--- src/rtl/core/fbpa_pkg.sv ---
// ----------------------------------------------------------------------------
// fbpa_pkg
// Shared widths, limits and operation codes of the fixed block pool allocator.
// ----------------------------------------------------------------------------
package fbpa_pkg;

  // pool geometry
  localparam int POOL_SLOTS = 256;
  localparam int SLOT_W     = 8;
  localparam int COUNT_W    = 9;
  localparam int LINK_W     = SLOT_W + 1;

  // largest pool size the register accepts
  localparam int SIZE_LIMIT = (POOL_SLOTS < 256) ? POOL_SLOTS : 256;

  // operation codes carried by func
  localparam logic FUNC_ALLOC = 1'b0;
  localparam logic FUNC_FREE  = 1'b1;

  // one entry of the next-slot memory
  typedef struct packed {
    logic              has_next;
    logic [SLOT_W-1:0] slot;
  } link_t;

endpackage

--- src/rtl/core/fbpa_ram.sv ---
// ----------------------------------------------------------------------------
// fbpa_ram
// Generic single-write, single-read RAM with a registered read port.
// ----------------------------------------------------------------------------
module fbpa_ram #(
  parameter int WIDTH = 9,
  parameter int DEPTH = 256
) (
  input  logic                     clk,
  input  logic                     wr_en,
  input  logic [$clog2(DEPTH)-1:0] wr_addr,
  input  logic [WIDTH-1:0]         wr_data,
  input  logic [$clog2(DEPTH)-1:0] rd_addr,
  output logic [WIDTH-1:0]         rd_data
);

  logic [WIDTH-1:0] mem [DEPTH];

  // write port and registered read port
  always_ff @(posedge clk) begin
    if (wr_en) begin
      mem[wr_addr] <= wr_data;
    end
    rd_data <= mem[rd_addr];
  end

endmodule

--- src/rtl/core/fixed_block_pool_allocator_core.sv ---
// ----------------------------------------------------------------------------
// fixed_block_pool_allocator_core
// Fixed-size slot allocator with a LIFO free list linked through a RAM.
// ----------------------------------------------------------------------------
// Usage:
//   in channel  : in_valid/in_ready with func (0 allocate, 1 free) and slot_in.
//   out channel : out_valid/out_ready with ok, slot_out and free_count, one
//                 result per request, in request order.
//   cfg channel : cfg_valid/cfg_ready with cfg_data, the pool size; a write
//                 clamps the size to 1..256 and returns every slot to free.
// A request is accepted in ST_IDLE while the next-slot RAM is read at the
// list head; in ST_EXEC the state is updated from the read data and the
// output register is loaded. The registered RAM read before a pop means the
// block takes no new request while one is in ST_EXEC.
// A result waits in the output register while the receiver stalls; the next
// request is still accepted and held until that register frees up.
// Reset sets the pool size to 256 with all slots free and an empty list.
// No clearing pass runs: a link entry is always written before it is read.
// ----------------------------------------------------------------------------
module fixed_block_pool_allocator_core (
  input  logic                          clk,
  input  logic                          rst,
  input  logic                          cfg_valid,
  output logic                          cfg_ready,
  input  logic [fbpa_pkg::COUNT_W-1:0]  cfg_data,
  input  logic                          in_valid,
  output logic                          in_ready,
  input  logic                          func,
  input  logic [fbpa_pkg::SLOT_W-1:0]   slot_in,
  output logic                          out_valid,
  input  logic                          out_ready,
  output logic                          ok,
  output logic [fbpa_pkg::SLOT_W-1:0]   slot_out,
  output logic [fbpa_pkg::COUNT_W-1:0]  free_count
);

  import fbpa_pkg::*;

  typedef enum logic [1:0] {
    ST_IDLE = 2'b01,
    ST_EXEC = 2'b10
  } state_t;

  state_t state, state_next;

  // allocator state
  logic [COUNT_W-1:0] pool_size;
  logic [COUNT_W-1:0] untouched_left, untouched_left_next;
  logic [COUNT_W-1:0] free_total, free_total_next;
  logic [SLOT_W-1:0]  head_slot, head_slot_next;
  logic               list_nonempty, list_nonempty_next;

  // captured request
  logic              func_q;
  logic [SLOT_W-1:0] slot_q;

  // result of the current request
  logic              ok_next;
  logic [SLOT_W-1:0] slot_out_next;

  // link memory signals
  link_t link_rd, link_wr;
  logic  push;

  logic [COUNT_W-1:0] size_clamped;
  logic               in_fire, cfg_fire, out_free, exec_done;

  // handshakes: configuration wins over a request in the idle state
  assign cfg_ready = (state == ST_IDLE);
  assign in_ready  = (state == ST_IDLE) && !cfg_valid;
  assign cfg_fire  = cfg_valid && cfg_ready;
  assign in_fire   = in_valid && in_ready;
  assign out_free  = !out_valid || out_ready;
  assign exec_done = (state == ST_EXEC) && out_free;

  // pool size clamp
  always_comb begin
    size_clamped = cfg_data;
    if (cfg_data == '0) begin
      size_clamped = COUNT_W'(1);
    end else if (cfg_data > COUNT_W'(SIZE_LIMIT)) begin
      size_clamped = COUNT_W'(SIZE_LIMIT);
    end
  end

  // next-slot memory, read at the list head every cycle
  fbpa_ram #(
    .WIDTH (LINK_W),
    .DEPTH (POOL_SLOTS)
  ) u_link_ram (
    .clk     (clk),
    .wr_en   (push && exec_done),
    .wr_addr (slot_q),
    .wr_data (link_wr),
    .rd_addr (head_slot),
    .rd_data (link_rd)
  );

  assign link_wr.has_next = list_nonempty;
  assign link_wr.slot     = head_slot;

  // allocate or free
  always_comb begin
    push                = 1'b0;
    ok_next             = 1'b0;
    slot_out_next       = '0;
    untouched_left_next = untouched_left;
    free_total_next     = free_total;
    head_slot_next      = head_slot;
    list_nonempty_next  = list_nonempty;
    if (func_q == FUNC_FREE) begin
      if ({1'b0, slot_q} < pool_size && free_total < pool_size) begin
        push               = 1'b1;
        ok_next            = 1'b1;
        head_slot_next     = slot_q;
        list_nonempty_next = 1'b1;
        free_total_next    = free_total + COUNT_W'(1);
      end
    end else if (free_total != '0) begin
      if (list_nonempty) begin
        ok_next            = 1'b1;
        slot_out_next      = head_slot;
        head_slot_next     = link_rd.slot;
        list_nonempty_next = link_rd.has_next;
        free_total_next    = free_total - COUNT_W'(1);
      end else if (untouched_left != '0) begin
        ok_next             = 1'b1;
        untouched_left_next = untouched_left - COUNT_W'(1);
        slot_out_next       = untouched_left_next[SLOT_W-1:0];
        free_total_next     = free_total - COUNT_W'(1);
      end
    end
  end

  // sequencer
  always_comb begin
    state_next = state;
    case (state)
      ST_IDLE: begin
        if (in_fire) begin
          state_next = ST_EXEC;
        end
      end
      ST_EXEC: begin
        if (out_free) begin
          state_next = ST_IDLE;
        end
      end
      default: state_next = ST_IDLE;
    endcase
  end

  // control and state registers
  always_ff @(posedge clk) begin
    if (rst) begin
      state          <= ST_IDLE;
      pool_size      <= COUNT_W'(SIZE_LIMIT);
      untouched_left <= COUNT_W'(SIZE_LIMIT);
      free_total     <= COUNT_W'(SIZE_LIMIT);
      head_slot      <= '0;
      list_nonempty  <= 1'b0;
      out_valid      <= 1'b0;
    end else begin
      state <= state_next;
      if (cfg_fire) begin
        pool_size      <= size_clamped;
        untouched_left <= size_clamped;
        free_total     <= size_clamped;
        head_slot      <= '0;
        list_nonempty  <= 1'b0;
      end else if (exec_done) begin
        untouched_left <= untouched_left_next;
        free_total     <= free_total_next;
        head_slot      <= head_slot_next;
        list_nonempty  <= list_nonempty_next;
      end
      if (exec_done) begin
        out_valid <= 1'b1;
      end else if (out_ready) begin
        out_valid <= 1'b0;
      end
    end
  end

  // request capture and result register
  always_ff @(posedge clk) begin
    if (in_fire) begin
      func_q <= func;
      slot_q <= slot_in;
    end
    if (exec_done) begin
      ok         <= ok_next;
      slot_out   <= slot_out_next;
      free_count <= free_total_next;
    end
  end

  // free count never exceeds the pool
  a_free_bound: assert property (@(posedge clk) disable iff (rst)
    free_total <= pool_size)
    else $error("free count above pool size");

  // pool size stays within the clamp range
  a_size_range: assert property (@(posedge clk) disable iff (rst)
    pool_size != '0 && pool_size <= COUNT_W'(SIZE_LIMIT))
    else $error("pool size out of range");

  // an accepted free puts its slot on top of the list
  a_push_head: assert property (@(posedge clk) disable iff (rst)
    exec_done && push && !cfg_fire |=> list_nonempty && head_slot == $past(slot_q))
    else $error("freed slot not at list head");

  // a successful allocation takes exactly one free slot
  a_alloc_count: assert property (@(posedge clk) disable iff (rst)
    exec_done && ok_next && func_q == FUNC_ALLOC
      |=> free_total == $past(free_total) - COUNT_W'(1))
    else $error("allocation count mismatch");

endmodule
--- config.mk ---
export PLATFORM = sky130hd
export DESIGN_NAME = fixed_block_pool_allocator_core
export DESIGN_NICKNAME = d
export VERILOG_FILES = /design/src/rtl/core/fbpa_pkg.sv /design/src/rtl/core/fbpa_ram.sv /design/src/rtl/core/fixed_block_pool_allocator_core.sv
export SDC_FILE = /design/constraint.sdc
export NUM_CORES = 2
export LEC_CHECK = 0
export ABC_AREA = 1
export BUFFER_PORTS_ARGS = -buffer_cell sky130_fd_sc_hd__clkbuf_2
export CELL_PAD_IN_SITES_DETAIL_PLACEMENT = 0
export CELL_PAD_IN_SITES_GLOBAL_PLACEMENT = 2
export CORE_UTILIZATION = 28
export CTS_CLUSTER_DIAMETER = 40
export DETAILED_ROUTE_END_ITERATION = 10
export PLACE_DENSITY = 0.66
export SLEW_MARGIN = 10
export SYNTH_ARGS = -nofsm -noshare
export SYNTH_HDL_FRONTEND = slang
export SYNTH_SLANG_ARGS = --single-unit
--- constraint.sdc ---
create_clock -name clk -period 7.5 [get_ports clk]
set_input_delay 0.375 -clock clk [delete_from_list [all_inputs] [get_ports clk]]
set_output_delay 0.375 -clock clk [all_outputs]
set_load 0.01 [all_outputs]
Word level (Yosys, flattened, before mapping)
Memory sizes are Yosys's and may differ from the RTL's. A register that Yosys moved wholly into a read port is not among the register bits.
Cells that the tools add are included.

cells by class
  magnitude comparators = 3
  multiplexer cells = 38
  bitwise gates (word level) = 1
  reduce and logical (&&, ||, !) cells = 24
  add/subtract/negate cells = 3
  equality and inequality tests = 7

operator list
  kind                                                                 number
  9-bit 2-to-1 mux                                                     15
  8-bit 2-to-1 mux                                                     6
  9-bit nonzero test                                                   2
  9-bit by 1-bit subtractor with 9-bit output (second input constant)  2
  1-bit 2-to-1 mux                                                     14
  2-bit nonzero test                                                   6
  9-bit by 1-bit adder with 9-bit output (second input constant)       1
  9-bit > comparator (second input constant)                           1
  9-bit logical NOT                                                    1
  8-bit by 9-bit < comparator with 1-bit output                        1
  9-bit < comparator                                                   1
  2-bit by 1-bit != test with 1-bit output (second input constant)     4
  1-bit logical AND                                                    6
  5-bit AND reduction                                                  1
  2-bit 2-to-1 mux                                                     2
  2-bit one-hot mux with 2 select lines                                1
  4-bit AND reduction                                                  1
  2-bit OR reduction                                                   2
  3-bit AND reduction                                                  1
  2-bit by 1-bit == test with 1-bit output (second input constant)     1
  2-bit == test (second input constant)                                1
  1-bit logical NOT                                                    2
  2-bit != test (second input constant)                                1
  2-bit AND reduction                                                  1
  other kinds (2)                                                      2

word-level totals
  input bits = 23
  register bits = 66
  output and inout bits = 21
  RAM bits = 2304
  word-level logic and storage cells = 89
  memories kept = 1

memories
  name            depth  bits a word  rd ports  clocked after Yosys merged registers in  write ports  RTL line        RTL
  u_link_ram.mem  256    9            1         1                                        1            fbpa_ram.sv:17  logic [WIDTH-1:0] mem [DEPTH];

Depth between registers and ports, before layout
  word-level depth = 7
  depth in mapped cells = 15
  depth with buffers taken out = 15

By module
From an unflattened synthesis, not the netlist that was laid out.

unflattened totals
  cells, all modules = 8385
  area total of the unflattened synthesis = 97697.4 µm²

modules (own cells, without submodules)
  module                           sequential area each (µm²)  area an instance (µm²)  times used  cells each
  fbpa_ram                         69366.5                     93519.7                 1           7826
  fixed_block_pool_allocator_core  1591.5                      4177.8                  1           559

Worst setup path before layout
Ideal clock, no wire load.

  path type = register to register
  start point = register list_nonempty
  end point = register untouched_left[1]
  arrival = 5.773 ns
  stages on the path, launching flop included = 11
  setup slack = 1.611 ns
  library setup time = 0.116 ns
  data required time = 7.384 ns
  path buffers = 1
  cell sequence = dfxtp_1 -> clkinv_1 -> nand2_1 -> inv_1 -> nand2_1 -> nand2_1 -> inv_2 -> buf_4 -> nand2_1 -> o211ai_1 -> inv_1

between the ends
  cells in the longest elaborated chain, start to end = 2

ends and longest elaborated chain
  item                                                       RTL line                                RTL
  start, declared                                            fixed_block_pool_allocator_core.sv:51   logic list_nonempty, list_nonempty_next;
  start signal, assigned                                     fixed_block_pool_allocator_core.sv:175  list_nonempty <= list_nonempty_next;
  2-bit by 1-bit != test with 1-bit output (no source line)  -
  5-bit AND reduction (no source line)                       -
  end signal, assigned                                       fixed_block_pool_allocator_core.sv:158  untouched_left <= COUNT_W'(SIZE_LIMIT);
  end signal, assigned                                       fixed_block_pool_allocator_core.sv:167  untouched_left <= size_clamped;
  end signal, assigned                                       fixed_block_pool_allocator_core.sv:172  untouched_left <= untouched_left_next;
  end, declared                                              fixed_block_pool_allocator_core.sv:48   logic [COUNT_W-1:0] untouched_left, untouched_left_next;

No other way between the ends.
A chain may end at the register's enable or synchronous reset.

==> impl_results.html <==
<table>
<tr><th>Metric</th><th>Value</th></tr>
<tr><th colspan="2">Run status</th></tr>
<tr><td>Status</td><td>finished clean</td></tr>
<tr><th colspan="2">Job</th></tr>
<tr><td>Count of max-cap constraint violations</td><td>0</td></tr>
<tr><th colspan="2">Setup path</th></tr>
<tr><td>Longest individual stage delay on the worst path</td><td>0.91 ns</td></tr>
<tr><td>Crit-path cells</td><td>buf_12 -&gt; buf_12 -&gt; nand2_1 -&gt; nand3_1 -&gt; nand3_1 -&gt; nand3_1 -&gt; nand3_1 -&gt; nand3_1 -&gt; nand3_1 -&gt; nand2_1 -&gt; nand2_1 -&gt; nand2_1</td></tr>
<tr><td>Worst R2R Start</td><td>head_slot[0]$_SDFFE_PP0P_</td></tr>
<tr><td>CP startpoint</td><td>head_slot[0]$_SDFFE_PP0P_</td></tr>
<tr><td>Type of destination of the critical path</td><td>flop</td></tr>
<tr><td>Critical Path Fanout Max</td><td>187</td></tr>
<tr><td>Startpoint types</td><td>flop</td></tr>
<tr><td>Critical path required time</td><td>roughly 8.4 ns</td></tr>
<tr><td>Data arrival time of the critical path</td><td>5.38 ns</td></tr>
<tr><td>Critical path start-end classification</td><td>reg -&gt; reg</td></tr>
<tr><td>Number of cell instances on the worst register-to-register path</td><td>12</td></tr>
<tr><td>Reg2reg setup slack</td><td>about 3 ns</td></tr>
<tr><td>Slowest CP cell</td><td>sky130_fd_sc_hd__dfxtp_4</td></tr>
<tr><td>Most numerous cell on the critical path</td><td>sky130_fd_sc_hd__nand3_1</td></tr>
<tr><th colspan="2">Die</th></tr>
<tr><td>IO Pins</td><td>44</td></tr>
<tr><td>Die Span Y</td><td>591 um</td></tr>
<tr><td>Die Span X</td><td>591 um</td></tr>
<tr><td>Initial Utilization</td><td>28.1%</td></tr>
<tr><td>CORE AREA</td><td>roughly 350,000 sq um</td></tr>
<tr><td>Die area</td><td>350,000 sq um</td></tr>
<tr><td>Number of rows in the core area</td><td>216</td></tr>
<tr><th colspan="2">Synth</th></tr>
<tr><td>Netlist area before placement</td><td>a little under 100,000 sq um</td></tr>
<tr><td>Unique masters post-synth</td><td>41</td></tr>
<tr><td>Number of nets in the synthesized netlist</td><td>8,370</td></tr>
<tr><td>Number of storage elements in the synthesis netlist</td><td>2,379</td></tr>
<tr><td>Mapped Avg Cell Area</td><td>11.7 sq um</td></tr>
<tr><td>Leading area contributor after synthesis</td><td>sky130_fd_sc_hd__edfxtp_1</td></tr>
<tr><td>Top area cells in the synthesized netlist</td><td>sky130_fd_sc_hd__edfxtp_1, sky130_fd_sc_hd__nand3_1, sky130_fd_sc_hd__nand2_1, sky130_fd_sc_hd__clkbuf_1, sky130_fd_sc_hd__dfxtp_1</td></tr>
<tr><td>Area share of the leading cell type in the synthesized netlist</td><td>between 70% and 80%</td></tr>
<tr><td>Yosys warning total</td><td>0</td></tr>
<tr><td>Syn Inst Count</td><td>between 8,000 and 9,000</td></tr>
<tr><td>Portion of the post-synthesis area used by sequential elements</td><td>72.9%</td></tr>
<tr><th colspan="2">Power and ir drop</th></tr>
<tr><td>PwrDens</td><td>285 nW/um^2</td></tr>
<tr><td>IR drop worst, VDD</td><td>0.194 mV</td></tr>
<tr><td>Lkg Pwr</td><td>~40 nW</td></tr>
<tr><th colspan="2">Clock tree</th></tr>
<tr><td>Clock-pin slew reported for the worst setup and hold paths after clock tree synthesis</td><td>0.05 ns</td></tr>
<tr><td># H-tree levels</td><td>5</td></tr>
<tr><td>Later-pin clock latency in the skew report</td><td>0.95 ns</td></tr>
<tr><td>Clock tree root driver cell</td><td>sky130_fd_sc_hd__clkbuf_16</td></tr>
<tr><td>Cts bufs inserted</td><td>382</td></tr>
<tr><td>Resize count post-CTS</td><td>0</td></tr>
<tr><td>Maximum buffer depth of the clock tree</td><td>4</td></tr>
<tr><td>Number of setup buffers added after CTS</td><td>0</td></tr>
<tr><td>Clock tree from TritonCTS</td><td>built</td></tr>
<tr><td>CTS sink cnt</td><td>2,379</td></tr>
<tr><th colspan="2">Drt</th></tr>
<tr><td>Post-DR vias/cell</td><td>4.79</td></tr>
<tr><td>Wire length per cell</td><td>22.4 um</td></tr>
<tr><td>Final routed wirelength across all metal layers</td><td>297,000 um</td></tr>
<tr><td>Antenna Nets Post-Route</td><td>0</td></tr>
<tr><td>Routed vias</td><td>63,500</td></tr>
<tr><td>First-pass iteration count of the detailed router</td><td>5</td></tr>
<tr><td>DR DRC count</td><td>0</td></tr>
<tr><td>DRT iter0 DRCs</td><td>~5,500</td></tr>
<tr><th colspan="2">Worst hold path</th></tr>
<tr><td>Source of the worst hold timing path</td><td>cfg_valid</td></tr>
<tr><td>Min-delay worst type</td><td>in -&gt; reg</td></tr>
<tr><td>Cell depth of the worst hold path</td><td>4</td></tr>
<tr><th colspan="2">Placed design</th></tr>
<tr><td>Final GP Congestion</td><td>about 0.8</td></tr>
<tr><td>Place WS</td><td>3.18 ns</td></tr>
<tr><td>HPWL after detailed placement</td><td>166,000 um</td></tr>
<tr><td>Post-place instance area</td><td>around 100,000 sq um</td></tr>
<tr><td>Placed Cells incl. Taps</td><td>around 12,000</td></tr>
<tr><td>Number of port buffers</td><td>43</td></tr>
<tr><th colspan="2">STA</th></tr>
<tr><td>Clock Skews</td><td>0.0910 ns</td></tr>
<tr><td>Worst setup slack after layout</td><td>~3 ns</td></tr>
<tr><td>Highest clock rate</td><td>222 MHz</td></tr>
<tr><td>Final Hold Fails</td><td>0</td></tr>
<tr><td>Final Max Slew Viols</td><td>0</td></tr>
<tr><td>Fin Setup TNS</td><td>0 ns</td></tr>
<tr><td>Part of the cycle the worst path needs</td><td>60.1%</td></tr>
<tr><td>Fin crit period</td><td>~4.5 ns</td></tr>
<tr><td>Finish-stage setup viols</td><td>0</td></tr>
<tr><td>Transition at the pin with the smallest max-transition slack</td><td>1.21 ns</td></tr>
<tr><td>Worst rel slew slack</td><td>19.4%</td></tr>
<tr><td>Setup repair after global routing missed its margin</td><td>no</td></tr>
<tr><th colspan="2">Finish</th></tr>
<tr><td>Number of fillers in the final layout</td><td>34,300</td></tr>
<tr><td>Share of layout cells above drive strength 1</td><td>10.6%</td></tr>
<tr><td>Total number of nets in the final design</td><td>8,373</td></tr>
<tr><td>Layout overhead on the synthesized area</td><td>18.8%</td></tr>
<tr><td>Post-Layout Inst Area</td><td>116,000 sq um</td></tr>
<tr><td>Sequential cell area in the final layout</td><td>71,000 sq um</td></tr>
<tr><td>Final Non-Filler Cells</td><td>13,200</td></tr>
<tr><td>Area of the multi-input gates</td><td>~24,000 sq um</td></tr>
<tr><th colspan="2">Global routing</th></tr>
<tr><td>First-pass GRT wire length</td><td>between 400,000 and 500,000 um</td></tr>
<tr><td>Number of antenna violations at the first check in global routing</td><td>22</td></tr>
<tr><td>Global route overflow</td><td>0</td></tr>
<tr><td>Pin count of the biggest net entering global routing</td><td>188</td></tr>
<tr><td>All-layer global routing usage</td><td>~17%</td></tr>
<tr><td>Via count of the first global-routing pass</td><td>62,700</td></tr>
</table>
-- cell families after synthesis --
group | Yosys count | share of synthesized area, %
AO/OA/AOI/OAI | 82 | 0.464
adder cells (fa/ha/maj) | 19 | 0.244
buffers and inverters | 641 | 2.79
XOR/XNOR | 15 | 0.135
flip-flops | 2379 | 72.9
AND/OR/NAND/NOR | 5192 | 23.4
-- cells in the mapped netlist, drive strengths merged --
cell	n
edfxtp	2331
and3	2
o21ai	38
nor3	10
a21oi	26
a21o	1
and2	1
dfxtp	48
inv	85
nand4	10
xnor2	1
clkinv	5
o211ai	1
o221ai	1
buf	262
nand3	2315
o21a	1
xor2	14
or2	3
nor2	303
o22ai	10
clkbuf	289
ha	19
a2bb2oi	3
nand2	2548
o21bai	1
-- layout make-up --
cell class | count | share of cell area (%)
sequential | 2379 | 61.4
multi-input combinational | 5308 | 20.5
clock buffer | 423 | 8.51
tap | 4578 | 4.96
clock inverter | 288 | 3.01
timing repair buffer | 170 | 1.30
inverter | 90 | 0.318
antenna | 4 | 0.00866
-- metal layers --
layer  GRT usage (%)  part of all wire (%)
met3            2.51                   5.3
met2            27.0                    47
met5               0                0.0044
met1            22.9                    45
met4            5.03                   2.7
-- sequential cells by signal (all words and copies together), names as in the netlist, 2 cells and up --
register / count
free_total: 9
slot_out: 8
state: 2
head_slot: 8
u_link_ram.rd_data: 9
untouched_left: 9
u_link_ram.mem: 2304
pool_size: 9
slot_q: 8
free_count: 9
-- layout by cell type (no fill, tap or decap), types with 34 or more instances in the layout --
cell type / instances
sky130_fd_sc_hd__nand2_1: 2510
sky130_fd_sc_hd__edfxtp_1: 2331
sky130_fd_sc_hd__nand3_1: 2314
sky130_fd_sc_hd__clkbuf_16: 387
sky130_fd_sc_hd__nor2_1: 242
sky130_fd_sc_hd__buf_4: 79
sky130_fd_sc_hd__inv_1: 76
sky130_fd_sc_hd__nor2_2: 58
sky130_fd_sc_hd__inv_6: 55
sky130_fd_sc_hd__clkinvlp_4: 53
sky130_fd_sc_hd__bufinv_16: 50
sky130_fd_sc_hd__clkbuf_2: 43
sky130_fd_sc_hd__dfxtp_1: 39
sky130_fd_sc_hd__clkinv_2: 36
sky130_fd_sc_hd__clkinv_1: 36
sky130_fd_sc_hd__o21ai_0: 36
sky130_fd_sc_hd__clkbuf_1: 34
-- worst max-delay path, delay by kind of cell, from the launching register on --
family                 cells  cell delay [ns]
AND/OR/NAND/NOR           10             1.90
buffers and inverters      2             1.09
flip-flops                 1             0.91
-- power by group --
group	internal [mW]	switching, mW	total [mW]
Clock	11.4	6.74	18.1
Sequential	14.4	0.0268	14.4
Combinational	0.110	0.277	0.387
-- through the flow --
step | utilization (%) | total power [mW] | hold WS, ns
2_1_floorplan | - | 14.9 | 0.467
3_3_place_gp | 29.5 | 15.1 | 0.495
3_5_place_dp | 29.5 | 15.1 | 0.497
4_1_cts | 33.4 | 33.2 | 0.0331
5_1_grt | 33.4 | 33.8 | 0.126
6_report | 33.4 | 32.9 | 0.106
-- path summary, 6_finish.rpt --
| path | end |
|---|---|
| worst min register to register | untouched_left[6]$_SDFFE_PP0P_ |
| worst max register to register | u_link_ram.rd_data[6]$_DFF_P_ |
| worst max-delay path | u_link_ram.rd_data[6]$_DFF_P_ |
| worst min-delay path | func_q$_DFFE_PP_ |
-- what timing repair did --
item                                   in CTS  in global routing
endpoints found under the hold margin      44                  0
hold buffers                               27                  0
setup endpoints to repair                   0                  0
Note: power is estimated with default switching activity, not from simulation.
